## src/rtl/tsr_pkg.sv

```systemverilog
// shared types for the tcp segment reassembly core
package tsr_pkg;

   typedef enum logic [7:0] {
      S_IDLE  = 8'b0000_0001,
      S_REL   = 8'b0000_0010,
      S_POS   = 8'b0000_0100,
      S_OFF   = 8'b0000_1000,
      S_STORE = 8'b0001_0000,
      S_READ  = 8'b0010_0000,
      S_EMIT  = 8'b0100_0000,
      S_WAIT  = 8'b1000_0000
   } tsr_state_type;

   typedef enum logic [1:0] {
      ALU_ADD = 2'b01,
      ALU_SUB = 2'b10
   } tsr_alu_op_type;

   typedef struct packed {
      logic wr_en;
      logic rd_en;
      logic clr_en;
   } tsr_win_ctl_type;

   localparam int unsigned DROP_W = 16;
   localparam int unsigned POS_W  = 16;

endpackage

```

## src/rtl/tsr_alu.sv

```systemverilog
// shared 32-bit add/subtract unit
module tsr_alu
   import tsr_pkg::*;
(
   input  tsr_alu_op_type op,
   input  logic [31:0]    operand_a,
   input  logic [31:0]    operand_b,
   output logic [31:0]    result
);

   always_comb begin
      case (op)
         ALU_ADD: result = operand_a + operand_b;
         ALU_SUB: result = operand_a - operand_b;
         default: result = operand_a;
      endcase
   end

endmodule

```

## src/rtl/tsr_window.sv

```systemverilog
// circular window byte store with per-slot valid marks
module tsr_window
   import tsr_pkg::*;
#(
   parameter int unsigned WINDOW = 64,
   parameter int unsigned SLOT_W = 6
) (
   input  logic              clock,
   input  logic              reset,
   input  tsr_win_ctl_type   ctl,
   input  logic [SLOT_W-1:0] wr_slot,
   input  logic [7:0]        wr_data,
   input  logic [SLOT_W-1:0] rd_slot,
   input  logic [SLOT_W-1:0] nxt_slot,
   output logic [7:0]        rd_data,
   output logic              rd_valid,
   output logic              nxt_valid
);

   logic [7:0]        mem [WINDOW];
   logic [7:0]        rd_data_ff;
   logic [WINDOW-1:0] valid_ff;
   logic [WINDOW-1:0] valid_in;

   always_ff @(posedge clock) begin
      if (ctl.wr_en) begin
         mem[wr_slot] <= wr_data;
      end
      if (ctl.rd_en) begin
         rd_data_ff <= mem[rd_slot];
      end
   end

   always_comb begin
      valid_in = valid_ff;
      if (ctl.clr_en) begin
         valid_in[rd_slot] = 1'b0;
      end
      if (ctl.wr_en) begin
         valid_in[wr_slot] = 1'b1;
      end
   end

   always_ff @(posedge clock) begin
      if (reset) begin
         valid_ff <= '0;
      end else begin
         valid_ff <= valid_in;
      end
   end

   assign rd_data   = rd_data_ff;
   assign rd_valid  = valid_ff[rd_slot];
   assign nxt_valid = valid_ff[nxt_slot];

endmodule

```

## src/rtl/tcp_segment_reassembly_core.sv

```systemverilog
// tcp segment reassembly core: sequencer, shared adder and window store
//
//   beat    | direction | handshake                 | payload
//   req_    | in        | req_valid / req_ready     | segment_seq, data_byte, segment_end
//   rsp_    | out       | rsp_valid / rsp_ready     | byte_valid, out_byte, run_last,
//           |           |                           | dropped_bytes
//   csr_    | in        | csr_write_enable          | csr_write_data (initial_sequence)
//
// each input byte is handled in order: accept, then three passes through the shared
// 32-bit adder (seq - initial, + position, - next expected) and a store step.
// at a segment end the drain steps through read, emit and wait for each result; wait holds on rsp_ready.
// reset is synchronous and clears all valid marks at once; no clearing pass.
// req_ready is low while a byte or a drain is in progress.
module tcp_segment_reassembly_core
   import tsr_pkg::*;
#(
   parameter int unsigned WINDOW = 64
) (
   input  logic        clock,
   input  logic        reset,
   input  logic        req_valid,
   output logic        req_ready,
   input  logic [31:0] req_segment_seq,
   input  logic [7:0]  req_data_byte,
   input  logic        req_segment_end,
   output logic        rsp_valid,
   input  logic        rsp_ready,
   output logic        rsp_byte_valid,
   output logic [7:0]  rsp_out_byte,
   output logic        rsp_run_last,
   output logic [15:0] rsp_dropped_bytes,
   input  logic        csr_write_enable,
   input  logic [31:0] csr_write_data
);

   localparam int unsigned SLOT_W = (WINDOW > 1) ? $clog2(WINDOW) : 1;
   localparam logic [SLOT_W:0] WIN_S = (SLOT_W+1)'(WINDOW);
   localparam logic [SLOT_W-1:0] LAST_SLOT = SLOT_W'(WINDOW - 1);

   tsr_state_type      state_ff, state_in;
   logic [31:0]        init_ff;
   logic [31:0]        seq_ff;
   logic [7:0]         byte_ff;
   logic               end_ff;
   logic [31:0]        acc_ff, acc_in;
   logic [31:0]        next_ff, next_in;
   logic [POS_W-1:0]   pos_ff, pos_in;
   logic [DROP_W-1:0]  drop_ff, drop_in;
   logic [SLOT_W-1:0]  base_ff, base_in;
   logic               out_bv_ff, out_bv_in;
   logic [7:0]         out_byte_ff, out_byte_in;
   logic               out_last_ff, out_last_in;
   logic [DROP_W-1:0]  out_drop_ff, out_drop_in;

   tsr_alu_op_type     alu_op;
   logic [31:0]        alu_a;
   logic [31:0]        alu_b;
   logic [31:0]        alu_y;

   tsr_win_ctl_type    win_ctl;
   logic [SLOT_W:0]    slot_sum;
   logic [SLOT_W-1:0]  wr_slot;
   logic [SLOT_W-1:0]  nxt_slot;
   logic [7:0]         rd_data;
   logic               rd_valid;
   logic               nxt_valid;
   logic               in_window;

   tsr_alu u_alu (
      .op        (alu_op),
      .operand_a (alu_a),
      .operand_b (alu_b),
      .result    (alu_y)
   );

   tsr_window #(
      .WINDOW (WINDOW),
      .SLOT_W (SLOT_W)
   ) u_window (
      .clock     (clock),
      .reset     (reset),
      .ctl       (win_ctl),
      .wr_slot   (wr_slot),
      .wr_data   (byte_ff),
      .rd_slot   (base_ff),
      .nxt_slot  (nxt_slot),
      .rd_data   (rd_data),
      .rd_valid  (rd_valid),
      .nxt_valid (nxt_valid)
   );

   assign slot_sum  = {1'b0, base_ff} + {1'b0, acc_ff[SLOT_W-1:0]};
   assign wr_slot   = (slot_sum >= WIN_S) ? SLOT_W'(slot_sum - WIN_S) : slot_sum[SLOT_W-1:0];
   assign nxt_slot  = (base_ff == LAST_SLOT) ? '0 : base_ff + SLOT_W'(1);
   assign in_window = acc_ff < 32'(WINDOW);

   always_comb begin
      alu_op = ALU_ADD;
      alu_a  = next_ff;
      alu_b  = 32'd1;
      case (state_ff)
         S_REL: begin
            alu_op = ALU_SUB;
            alu_a  = seq_ff;
            alu_b  = init_ff;
         end
         S_POS: begin
            alu_op = ALU_ADD;
            alu_a  = acc_ff;
            alu_b  = 32'(pos_ff);
         end
         S_OFF: begin
            alu_op = ALU_SUB;
            alu_a  = acc_ff;
            alu_b  = next_ff;
         end
         default: begin
            alu_op = ALU_ADD;
            alu_a  = next_ff;
            alu_b  = 32'd1;
         end
      endcase
   end

   always_comb begin
      state_in    = state_ff;
      acc_in      = acc_ff;
      next_in     = next_ff;
      pos_in      = pos_ff;
      drop_in     = drop_ff;
      base_in     = base_ff;
      out_bv_in   = out_bv_ff;
      out_byte_in = out_byte_ff;
      out_last_in = out_last_ff;
      out_drop_in = out_drop_ff;
      win_ctl     = '0;
      case (state_ff)
         S_IDLE: begin
            if (req_valid) begin
               state_in = S_REL;
            end
         end
         S_REL: begin
            acc_in   = alu_y;
            state_in = S_POS;
         end
         S_POS: begin
            acc_in   = alu_y;
            state_in = S_OFF;
         end
         S_OFF: begin
            acc_in   = alu_y;
            state_in = S_STORE;
         end
         S_STORE: begin
            if (in_window) begin
               win_ctl.wr_en = 1'b1;
            end else if (drop_ff != '1) begin
               drop_in = drop_ff + DROP_W'(1);
            end
            pos_in   = pos_ff + POS_W'(1);
            state_in = end_ff ? S_READ : S_IDLE;
         end
         S_READ: begin
            win_ctl.rd_en = 1'b1;
            state_in      = S_EMIT;
         end
         S_EMIT: begin
            out_drop_in = drop_ff;
            if (rd_valid) begin
               out_bv_in      = 1'b1;
               out_byte_in    = rd_data;
               out_last_in    = ~nxt_valid;
               win_ctl.clr_en = 1'b1;
               base_in        = nxt_slot;
               next_in        = alu_y;
            end else begin
               out_bv_in   = 1'b0;
               out_byte_in = '0;
               out_last_in = 1'b1;
            end
            if (~rd_valid | ~nxt_valid) begin
               pos_in  = '0;
               drop_in = '0;
            end
            state_in = S_WAIT;
         end
         S_WAIT: begin
            if (rsp_ready) begin
               state_in = out_last_ff ? S_IDLE : S_READ;
            end
         end
         default: begin
            state_in = S_IDLE;
         end
      endcase
   end

   always_ff @(posedge clock) begin
      if (reset) begin
         state_ff <= S_IDLE;
         init_ff  <= '0;
         next_ff  <= '0;
         pos_ff   <= '0;
         drop_ff  <= '0;
         base_ff  <= '0;
      end else begin
         state_ff <= state_in;
         next_ff  <= next_in;
         pos_ff   <= pos_in;
         drop_ff  <= drop_in;
         base_ff  <= base_in;
         if (csr_write_enable) begin
            init_ff <= csr_write_data;
         end
      end
   end

   always_ff @(posedge clock) begin
      if (req_valid && req_ready) begin
         seq_ff  <= req_segment_seq;
         byte_ff <= req_data_byte;
         end_ff  <= req_segment_end;
      end
      acc_ff      <= acc_in;
      out_bv_ff   <= out_bv_in;
      out_byte_ff <= out_byte_in;
      out_last_ff <= out_last_in;
      out_drop_ff <= out_drop_in;
   end

   assign req_ready         = (state_ff == S_IDLE);
   assign rsp_valid         = (state_ff == S_WAIT);
   assign rsp_byte_valid    = out_bv_ff;
   assign rsp_out_byte      = out_byte_ff;
   assign rsp_run_last      = out_last_ff;
   assign rsp_dropped_bytes = out_drop_ff;

endmodule

```

## config.mk

```make
export PLATFORM = sky130hd
export DESIGN_NAME = tcp_segment_reassembly_core
export DESIGN_NICKNAME = d
export VERILOG_FILES = /design/src/rtl/tsr_pkg.sv /design/src/rtl/tsr_alu.sv /design/src/rtl/tsr_window.sv /design/src/rtl/tcp_segment_reassembly_core.sv
export SDC_FILE = /design/constraint.sdc
export NUM_CORES = 1
export LEC_CHECK = 0
export BUFFER_PORTS_ARGS = -buffer_cell sky130_fd_sc_hd__buf_2
export CAP_MARGIN = 20
export CORE_ASPECT_RATIO = 0.7
export CORE_MARGIN = 1.5
export CORE_UTILIZATION = 33
export DETAILED_ROUTE_END_ITERATION = 6
export PLACE_DENSITY = 0.52
export SLEW_MARGIN = 20
export SYNTH_ARGS = -nofsm -noshare
export SYNTH_HDL_FRONTEND = slang
export SYNTH_SLANG_ARGS = --single-unit
export TNS_END_PERCENT = 10
```

## constraint.sdc

```tcl
create_clock -name clock -period 6.05 [get_ports clock]
set_input_delay 0.9075 -clock clock [delete_from_list [all_inputs] [get_ports clock]]
set_output_delay 0.9075 -clock clock [all_outputs]
set_load 0.01 [all_outputs]
```

### Word level (Yosys, flattened, before mapping)

Memory sizes are Yosys's and may differ from the RTL's. A register that Yosys moved wholly into a read port is not among the register bits.
Index checks and enable logic that the tools add are counted.

| word-level totals | value |
|---|---|
| flip-flop bits (word level) | 273 |
| logic and storage cells | 97 |
| input bits | 78 |
| output and inout port bits | 28 |
| bits in writable memories | 512 |
| memories | 1 |

Memory list:

| name | depth | bits a word | read ports | clocked after memory_dff | wr ports | line | text |
|---|---|---|---|---|---|---|---|
| u_window.mem | 64 | 8 | 1 | 1 | 1 | tsr_window.sv:20 | `logic [7:0] mem [WINDOW];` |

| operators by class | value |
|---|---|
| order comparisons | 7 |
| $add $sub $neg | 7 |
| equal/unequal tests | 17 |
| bitwise operators | 6 |
| reductions and logical operators | 11 |
| muxes and demuxes | 33 |

Operators by type and width:

| cell | number |
|---|---|
| two-way mux 64 bit | 2 |
| case mux 32 bit (2 select lines) | 2 |
| case mux 32 bit (3 select lines) | 1 |
| AND 64 bit | 1 |
| NOT 64 bit | 1 |
| OR 64 bit | 1 |
| case mux 16 bit (2 select lines) | 2 |
| case mux 8 bit (8 select lines) | 1 |
| two-way mux 16 bit | 3 |
| adder 16 x 1 -> 16 bit, second input constant | 2 |
| adder 32 bit | 1 |
| less-than comparator 32 x 7 -> 1 bit, second input constant | 1 |
| subtractor 32 bit | 1 |
| two-way mux 6 bit | 4 |
| less-than comparator 6 x 7 -> 1 bit, second input constant | 3 |
| two-way mux 8 bit | 2 |
| != test 16 bit, second input constant | 1 |
| binary-select mux 1 bit (select 6 bit) | 2 |
| demux 1 bit (select 6 bit) | 2 |
| >= comparator 6 x 1 -> 1 bit, second input constant | 2 |
| two-way mux 1 bit | 11 |
| == test 8 x 1 -> 1 bit, second input constant | 1 |
| == test 8 x 2 -> 1 bit, second input constant | 1 |
| == test 8 x 3 -> 1 bit, second input constant | 1 |
| 23 further kinds | 32 |

### Longest topological paths before layout

Gate-level depths: netlist of the first run.

| depth | value |
|---|---|
| depth in word-level cells | 9 |
| depth in mapped cells | 22 |
| depth with buffers taken out | 21 |

### By module

Synthesis of the first run repeated with hierarchy kept, for this count alone.

| unflattened totals | value |
|---|---|
| cell total of the unflattened synthesis | 2798 |
| area, all modules | 35450.2 µm² |

Modules (own cells, without submodules):

| module | cells an instance | seq. area each (µm²) | area each (µm²) | times used |
|---|---|---|---|---|
| tsr_window | 1528 | 16896.2 | 23845.4 | 1 |
| tcp_segment_reassembly_core | 862 | 5175.0 | 8948.6 | 1 |
| tsr_alu | 408 | 0.0 | 2656.3 | 1 |

### Least setup slack after synthesis of the first run

No wires, ideal clock.

| path | value |
|---|---|
| path kind | register -> register |
| start | reg state_ff[7] |
| end | reg next_ff[28] |
| setup time | 0.062 ns |
| clock period less this slack | 5.158 ns |
| setup slack | 0.892 ns |
| buffers on the path | 0 |
| arrival | 5.096 ns |
| stages on the path, launching flop included | 22 |
| required time | 5.988 ns |
| cells stage by stage | dfxtp_1 > nor4_1 > nand2_1 > o311a_1 > or2_2 > inv_1 > ha_1 > nand4_1 > or2_2 > o21ai_0 > xor2_1 > mux2i_1 > ha_1 > and3_1 > and4_1 > o21ai_0 > a2111oi_0 > o2111ai_1 > a41oi_1 > a31oi_1 > or4_1 > nand3_1 |

| on the way | value |
|---|---|
| word-level cells in the longest chain between the ends | 5 |
| elaborated cells on any way between the ends | 15 |
| classes of those cells | add/sub (2); eq/ne (6); mux (4); reduce/logical (3) |

RTL lines:

| item | line | text |
|---|---|---|
| start, declared | tcp_segment_reassembly_core.sv:40 | `tsr_state_type state_ff, state_in;` |
| start signal, assigned | tcp_segment_reassembly_core.sv:208 | `state_ff <= state_in;` |
| == test 8 x 4 -> 1 bit, or another cell as far along | tcp_segment_reassembly_core.sv:101 | `case (state_ff)` |
| OR reduction 2 bit (no source line) | -- |  |
| case mux 32 bit (2 select lines) / two-way mux 2 bit (equally long branches) | tcp_segment_reassembly_core.sv:101 |  |
| subtractor 32 bit, or another cell as far along | tsr_alu.sv:14 | `ALU_SUB: result = operand_a - operand_b;` |
| case mux 32 bit (2 select lines) | tsr_alu.sv:12 | `case (op)` |
| end signal, assigned | tcp_segment_reassembly_core.sv:209 | `next_ff <= next_in;` |
| end, declared | tcp_segment_reassembly_core.sv:46 | `logic [31:0] next_ff, next_in;` |

Several ways; a longest one is shown, not always the timed one.
A chain may end at the register's enable or synchronous reset.

### Worst setup path after layout of the first run

| path | value |
|---|---|
| start | reg state_ff[3] |
| end | reg next_ff[28] |

The elaborated chain is that of the path after synthesis.

==> out/metrics.cfg, run 1 <==
[power_and_ir_drop]
comb_power_share_pct = 3.2
p_seq_share_pct = 52.3
p_leak_nw = 13.7
power.switching_mw = 2.50
p_per_area_mw_per_mm2 = 293
swShare_pct = 21.9
clockPowerShare_pct = 44.5
vdd_drop_max_mv = 0.198
power.internal_mw = 8.92

[clock_tree]
cts_tree = yes
cts_buffers = 80
clkSinkCount = 793
path_clk_slew_ps = 60
holdBufCountCts = 0
htreeDepth = 3
cts_buffer_depth = 3
cts_setup_buffers = 0
clockRootBuffer = clkbuf_16
clock_latency_ps = 670
post_cts_resized = 1

[timing]
slew_violations = 0
min_period_ps = 5680
skew_ps = 32.7
tightestPinTransition_ps = 1210
slew_headroom_pct = 18.7
tns_ps = 0
hold_slack_ps = 410
fin_crit_sh_pct = 93.9
setup_viol = 0
rsz0062_at_grt = yes
hold_violations = 0
fmax_mhz = 176

[logic_synthesis]
avgSynthCellArea_um2 = 12.5
synthFlopType = edfxtp_1
syn_inst = 2729
yosys_warnings = 0
synthArstFlopShare_pct = 0
synth_largest_area_cell = edfxtp_1
syn_nets = 2856
synth.yosys.seq_area_share_pct = 64.8
syn-cell-area_mm2 = 0.0340
synth_edf_count = 619
synthTopCellsByArea = edfxtp_1 55%, dfxtp_1 10%, a22oi_1 3.8%
synth_most_common_cell = edfxtp_1
synth_top_area_share_pct = 54.6
synth_cell_type_count = 85
postSynthRegisterBits = 793
netlist_top_cells_count = 619 x edfxtp_1, 275 x nand2_1, 180 x a21oi_1

[global_routing]
grt_pass1_wl_um = 161000
grt_max_degree = 65
grt_pass1_vias = 23100
grt.total_usage_pct = 20.6
grt_overflow = 0
antenna_found_initial = 1

[run]
drv_cap = 0

[placed_design]
dp_hpwl_um = 73300
dpl.cell_count = 4081
io_buffers = 105
gp_congestion = 0.943
post_dp_cell_area_mm2 = 0.0362

[die]
die-area_mm2 = 0.105
design.core.area_mm2 = 0.102
rows = 98
die_height_um = 272
dieWidth_um = 387
ios = 106
start_util_pct = 33.3

[outcome]
outcome = finished, final reports clean

[setup_path]
required_ps = 6650
cp-start-kind = flip-flop
path_cells = nor4_4 -> and4b_2 -> a22o_1 -> or2_2 -> inv_1 -> ha_1 -> nand4_1 -> or2_2 -> o21ai_0 -> xor2_1 -> mux2i_1 -> ha_2 -> and3_1 -> and4_1 -> o21ai_0 -> a2111oi_2 -> buf_4 -> o2111ai_1 -> a41oi_2 -> a31oi_1 -> or4_1 -> nand3_1
crit_fanout = 9
cp_slowest_cell = dfxtp_1
cp.arrival_ps = 6280
r2r_slack_ps = 370
max_stage_delay_ps = 500
end_kind = flip-flop
path_class = flip-flop to flip-flop

[drt]
via_per_inst = 5.73
vias = 24200
wl_um = 111000
drt_pass1_iterations = 6
drt-initial-drc-count = 2647
antenna_left = 0
wire_per_inst_um = 26.2
drc_errors = 0

[final_layout]
design_area_mm2 = 0.0389
drive_above_1_share_pct = 13.1
area_delta_synth_final_pct = 14.4
finalNonFillerCells = 4230
fin_nets = 2940
num-fill-cells = 9675
final_util_pct = 38.1

[hold_path]
hp-class = input pin to flip-flop

==> sequential cells by signal, summed over array words and instances, names as in the netlist <==
| register | count |
|---|---|
| rsp_run_last | 1 |
| u_window.rd_data | 8 |
| seq_ff | 32 |
| end_ff | 1 |
| u_window.valid_ff | 64 |
| next_ff | 32 |
| rsp_out_byte | 8 |
| init_ff | 32 |
| drop_ff | 16 |
| acc_ff | 32 |
| rsp_dropped_bytes | 16 |
| state_ff | 8 |
| pos_ff | 16 |
| byte_ff | 8 |
| rsp_byte_valid | 1 |
| base_ff | 6 |
| u_window.mem | 512 |
==> cell usage in the layout (no fill, tap or decap), drive strengths merged, types with 12 or more instances in the layout <==
cell and instances:
a21o 19, a21oi 182, a221oi 71, a22o 53, a22oi 174, a311oi 20
a31oi 62, a41oi 14, and2 14, and3 28, buf 171, clkbuf 105
clkinv 27, dfxtp 174, edfxtp 619, ha 47, inv 103, mux2 20
mux2i 69, nand2 275, nand2b 14, nand3 51, nand4 12, nor2 132
nor2b 22, nor3 29, nor4 23, o21a 16, o21ai 125, xnor2 29
xor2 26
==> stage by stage <==
step                      setup slack [ps]  power [mW]
final                                  366        11.4
after global routing                  -101        11.8
after CTS                             42.5        11.5
after detailed placement            -0.878        6.45
after global placement               -5.17        6.44
after floorplan                        892        6.28
==> kinds of logic (layout without fill, tap and decap cells) <==
family	Yosys count	in the layout	synth area share [%]
AOI/OAI and AO/OA	810	810	16.3
DFF	793	793	64.8
and+or+nand+nor	656	656	9.08
buffers and inverters	266	416	3.08
muxes	100	100	3.42
xor gates and xnor gates	55	55	1.44
adders and majority gates	49	49	1.85
other	0	1	0
==> cell type report <==
type	instances	area [µm²]	share of cell area, %
Clock buffer	105	2140	5.49
Multi-Input combinational cell	1670	11100	28.4
Clock inverter	43	537	1.38
Antenna cell	1	2.50	0.00643
Inverter	97	364	0.935
Sequential cell	793	22100	56.7
Tap cell	1350	1690	4.34
Timing Repair Buffer	171	1080	2.77
==> power by group through the flow <==
stage               clock (mW)  sequential (mW)  combinational, mW
floorplan                    0             6.11              0.174
global placement             0             6.09              0.348
detailed placement           0             6.09              0.359
CTS                       5.18             5.98              0.360
global route              5.38             5.98              0.395
finish                    5.08             5.97              0.362
==> worst paths after layout <==
check | endpoint | start | cells after the start
worst min-delay path | seq_ff[15] | req_segment_seq[15] | 1
worst max register to register | next_ff[28] | state_ff[3] | 22
worst max-delay path | next_ff[28] | state_ff[3] | 22
worst min register to register | next_ff[15] | next_ff[15] | 2
==> metal layers <==
layer / track usage, % / share of wire, %
met5: 0 / 0
met4: 4.43 / 1.7
met3: 3.91 / 7.6
met2: 29.1 / 42
met1: 32.2 / 49
==> worst max-delay path: cells and delay by family (launching register included) <==
family | cells | cell delay, ps
xor+xnor | 1 | 170
fa+ha+maj | 2 | 600
simple gates | 9 | 2230
compound gates | 7 | 1740
mux | 1 | 130
buf+inv | 2 | 250
flops | 1 | 500
(Power assumes the default switching activity.)
==> run 2, diff against run 1 <==
Settings changed: CELL_PAD_IN_SITES_DETAIL_PLACEMENT set to 0, CELL_PAD_IN_SITES_GLOBAL_PLACEMENT set to 1, GPL_ROUTABILITY_DRIVEN set to 1, PLACE_DENSITY 0.52 to 0.59.
==> run 2 against run 1 <==
Power is 0.47% higher. Via count shrank 1.5%. Global-route usage rose by 0.095 points. Clock skew fell by 2.8 ps. Clock power up 1%. First-iteration DRC count fell by 3.1%. Critical path depth is the same. Count of clock-buffer cells in the layout rose by 2. Non-clock buffer count increased by 8. Maximum frequency down 0.81%. Design area is 0.16% higher. Critical path type unchanged. Critical endpoint unchanged. Largest cell class unchanged.
==> out/metrics.cfg, run 2 (same netlist as run 1, synthesis figures left out) <==
[outcome]
outcome = finished, final reports clean  ; unchanged

[run]
drv_cap = 0  ; unchanged

[power_and_ir_drop]
swShare_pct = 21.4  ; was 21.9%
comb_power_share_pct = 3.1  ; was 3.2%
p_seq_share_pct = 52.0  ; was 52.3%
power.internal_mw = 9.02  ; was 8.92 mW
p_per_area_mw_per_mm2 = 294  ; was 293 mW/mm²
vdd_drop_max_mv = 0.181  ; was 0.198 mV
power.switching_mw = 2.45  ; was 2.50 mW
clockPowerShare_pct = 44.8  ; was 44.5%
p_leak_nw = 13.7  ; about the same

[drt]
wl_um = 111000  ; about the same
antenna_left = 0  ; unchanged
vias = 23900  ; was 24200
drt_pass1_iterations = 5  ; was 6
wire_per_inst_um = 26.2  ; about the same
via_per_inst = 5.63  ; was 5.73
drc_errors = 0  ; unchanged
drt-initial-drc-count = 2565  ; was 2647

[timing]
setup_viol = 0  ; unchanged
slew_headroom_pct = 30.5  ; was 18.7%
layout_setup_ws_ps = 319  ; was 366 ps
hold_violations = 0  ; unchanged
tns_ps = 0  ; unchanged
min_period_ps = 5730  ; was 5680 ps
tightestPinTransition_ps = 1040  ; was 1210 ps
hold_slack_ps = 410  ; about the same
fin_crit_sh_pct = 94.7  ; was 93.9%
slew_violations = 0  ; unchanged
skew_ps = 29.9  ; was 32.7 ps
fmax_mhz = 175  ; was 176 MHz
rsz0062_at_grt = no  ; was yes

[global_routing]
grt_max_degree = 90  ; was 65
grt_pass1_wl_um = 160000  ; was 161000 µm
antenna_found_initial = 5  ; was 1
grt_overflow = 0  ; unchanged
grt_pass1_vias = 22800  ; was 23100
grt.total_usage_pct = 20.7  ; was 20.6%

[setup_path]
end_kind = flip-flop  ; unchanged
r2r_slack_ps = 320  ; was 370 ps
cp.arrival_ps = 6340  ; was 6280 ps
cp-start-kind = flip-flop  ; unchanged
crit_fanout = 12  ; was 9
path_class = flip-flop to flip-flop  ; unchanged
required_ps = 6660  ; was 6650 ps

[clock_tree]
cts_buffer_depth = 3  ; unchanged
cts_tree = yes  ; unchanged
clkSinkCount = 793  ; unchanged
holdBufCountCts = 0  ; unchanged
clockRootBuffer = clkbuf_16  ; unchanged
clock_latency_ps = 670  ; about the same
cts_buffers = 79  ; was 80
path_clk_slew_ps = 60  ; about the same
cts_setup_buffers = 0  ; unchanged
htreeDepth = 3  ; unchanged

[placed_design]
post_dp_cell_area_mm2 = 0.0363  ; was 0.0362 mm²
gp_congestion = 0.933  ; was 0.943
io_buffers = 105  ; unchanged
dp_slack_ps = -27.7  ; was -0.878 ps
dp_hpwl_um = 73900  ; was 73300 µm

[die]
rows = 98  ; unchanged
dieWidth_um = 387  ; unchanged
ios = 106  ; unchanged
die_height_um = 272  ; unchanged
die-area_mm2 = 0.105  ; unchanged
start_util_pct = 33.3  ; unchanged
design.core.area_mm2 = 0.102  ; unchanged

[final_layout]
regMostFlops = u_window.mem  ; unchanged
drive_above_1_share_pct = 13.0  ; was 13.1%
final_util_pct = 38.2  ; was 38.1%
final_common_cell = edfxtp_1  ; unchanged
design_area_mm2 = 0.0390  ; was 0.0389 mm²
largestRegisters = u_window.mem x512, u_window.valid_ff x64  ; unchanged
fin_nets = 2947  ; was 2940
largest_reg_flops = 512  ; unchanged
area_delta_synth_final_pct = 14.6  ; was 14.4%
mostFrequentLayoutCells = 619 x edfxtp_1, 275 x nand2_1, 179 x a21oi_1  ; unchanged

[hold_path]
hp-class = input pin to flip-flop  ; unchanged

run 2: cell types whose count changed in the layout (fill, tap and decap cells not counted), sizes merged:
cell	previous run	this run
buf	171	179
bufinv	8	11
clkinv	27	24
clkbuf	105	107
inv	103	101
diode	1	2
run 2: repair_timing:
action                     in CTS  in global routing
setup endpoints to repair       2                 14
gates cloned                    0                  0
gates resized for setup         2                 10
pin swaps                       0                  0
run 2: power groups by stage:
stage | logic (mW) | clock network [mW] | registers, mW
after floorplan | 0.174 | 0 | 6.11
after global placement | 0.351 | 0 | 6.09
after detailed placement | 0.357 | 0 | 6.09
after CTS | 0.360 | 5.25 | 5.97
after global routing | 0.396 | 5.46 | 5.97
final | 0.361 | 5.14 | 5.97
run 2: area by class of cell:
type / count / area, µm²
Fill cell: 9723 / 63100
Sequential cell: 793 / 22100
Multi-Input combinational cell: 1670 / 11000
Clock buffer: 107 / 2140
Tap cell: 1350 / 1690
Timing Repair Buffer: 179 / 1140
Clock inverter: 41 / 537
Inverter: 97 / 364
Antenna cell: 2 / 5.00
run 2: worst max-delay path, stage by stage (launching register included):
cell       delay [ps]
dfxtp_1           490
nor4_4             90
and4b_2           340
a22o_1            290
or2_2             320
inv_1              70
ha_1              200
nand4_1           240
or2_2             370
o21ai_0           200
xor2_1            170
mux2i_1           110
ha_1              390
and3_1            230
and4_1            200
o21ai_1           160
a2111oi_2         370
buf_4             180
o2111ai_1         130
a41oi_2           320
a31oi_1           190
or4_1             500
nand3_1           100
run 2: path summary, 6_finish.rpt:
kind,start,end,depth (start not counted)
min reg2reg,next_ff[15],next_ff[15],2
min,req_segment_seq[29],seq_ff[29],1
max,state_ff[6],next_ff[28],22
max reg2reg,state_ff[6],next_ff[28],22
run 2: layer usage:
metal / share of wire (%) / up-vias / wire [µm] / global-route usage, %
met5: 0.027 / - / 30 / 0
met4: 2.2 / 4 / 2440 / 5.34
met3: 7.9 / 143 / 8780 / 4.71
met2: 41 / 925 / 45600 / 28.9
met1: 49 / 12100 / 54100 / 31.8
li1: - / 10700 / - / -
run 2: through the flow:
stage	std cells	power (mW)
after floorplan	2729	6.28
after global placement	4089	6.44
after detailed placement	4089	6.45
after CTS	4237	11.6
after global routing	4237	11.8
final	4239	11.5
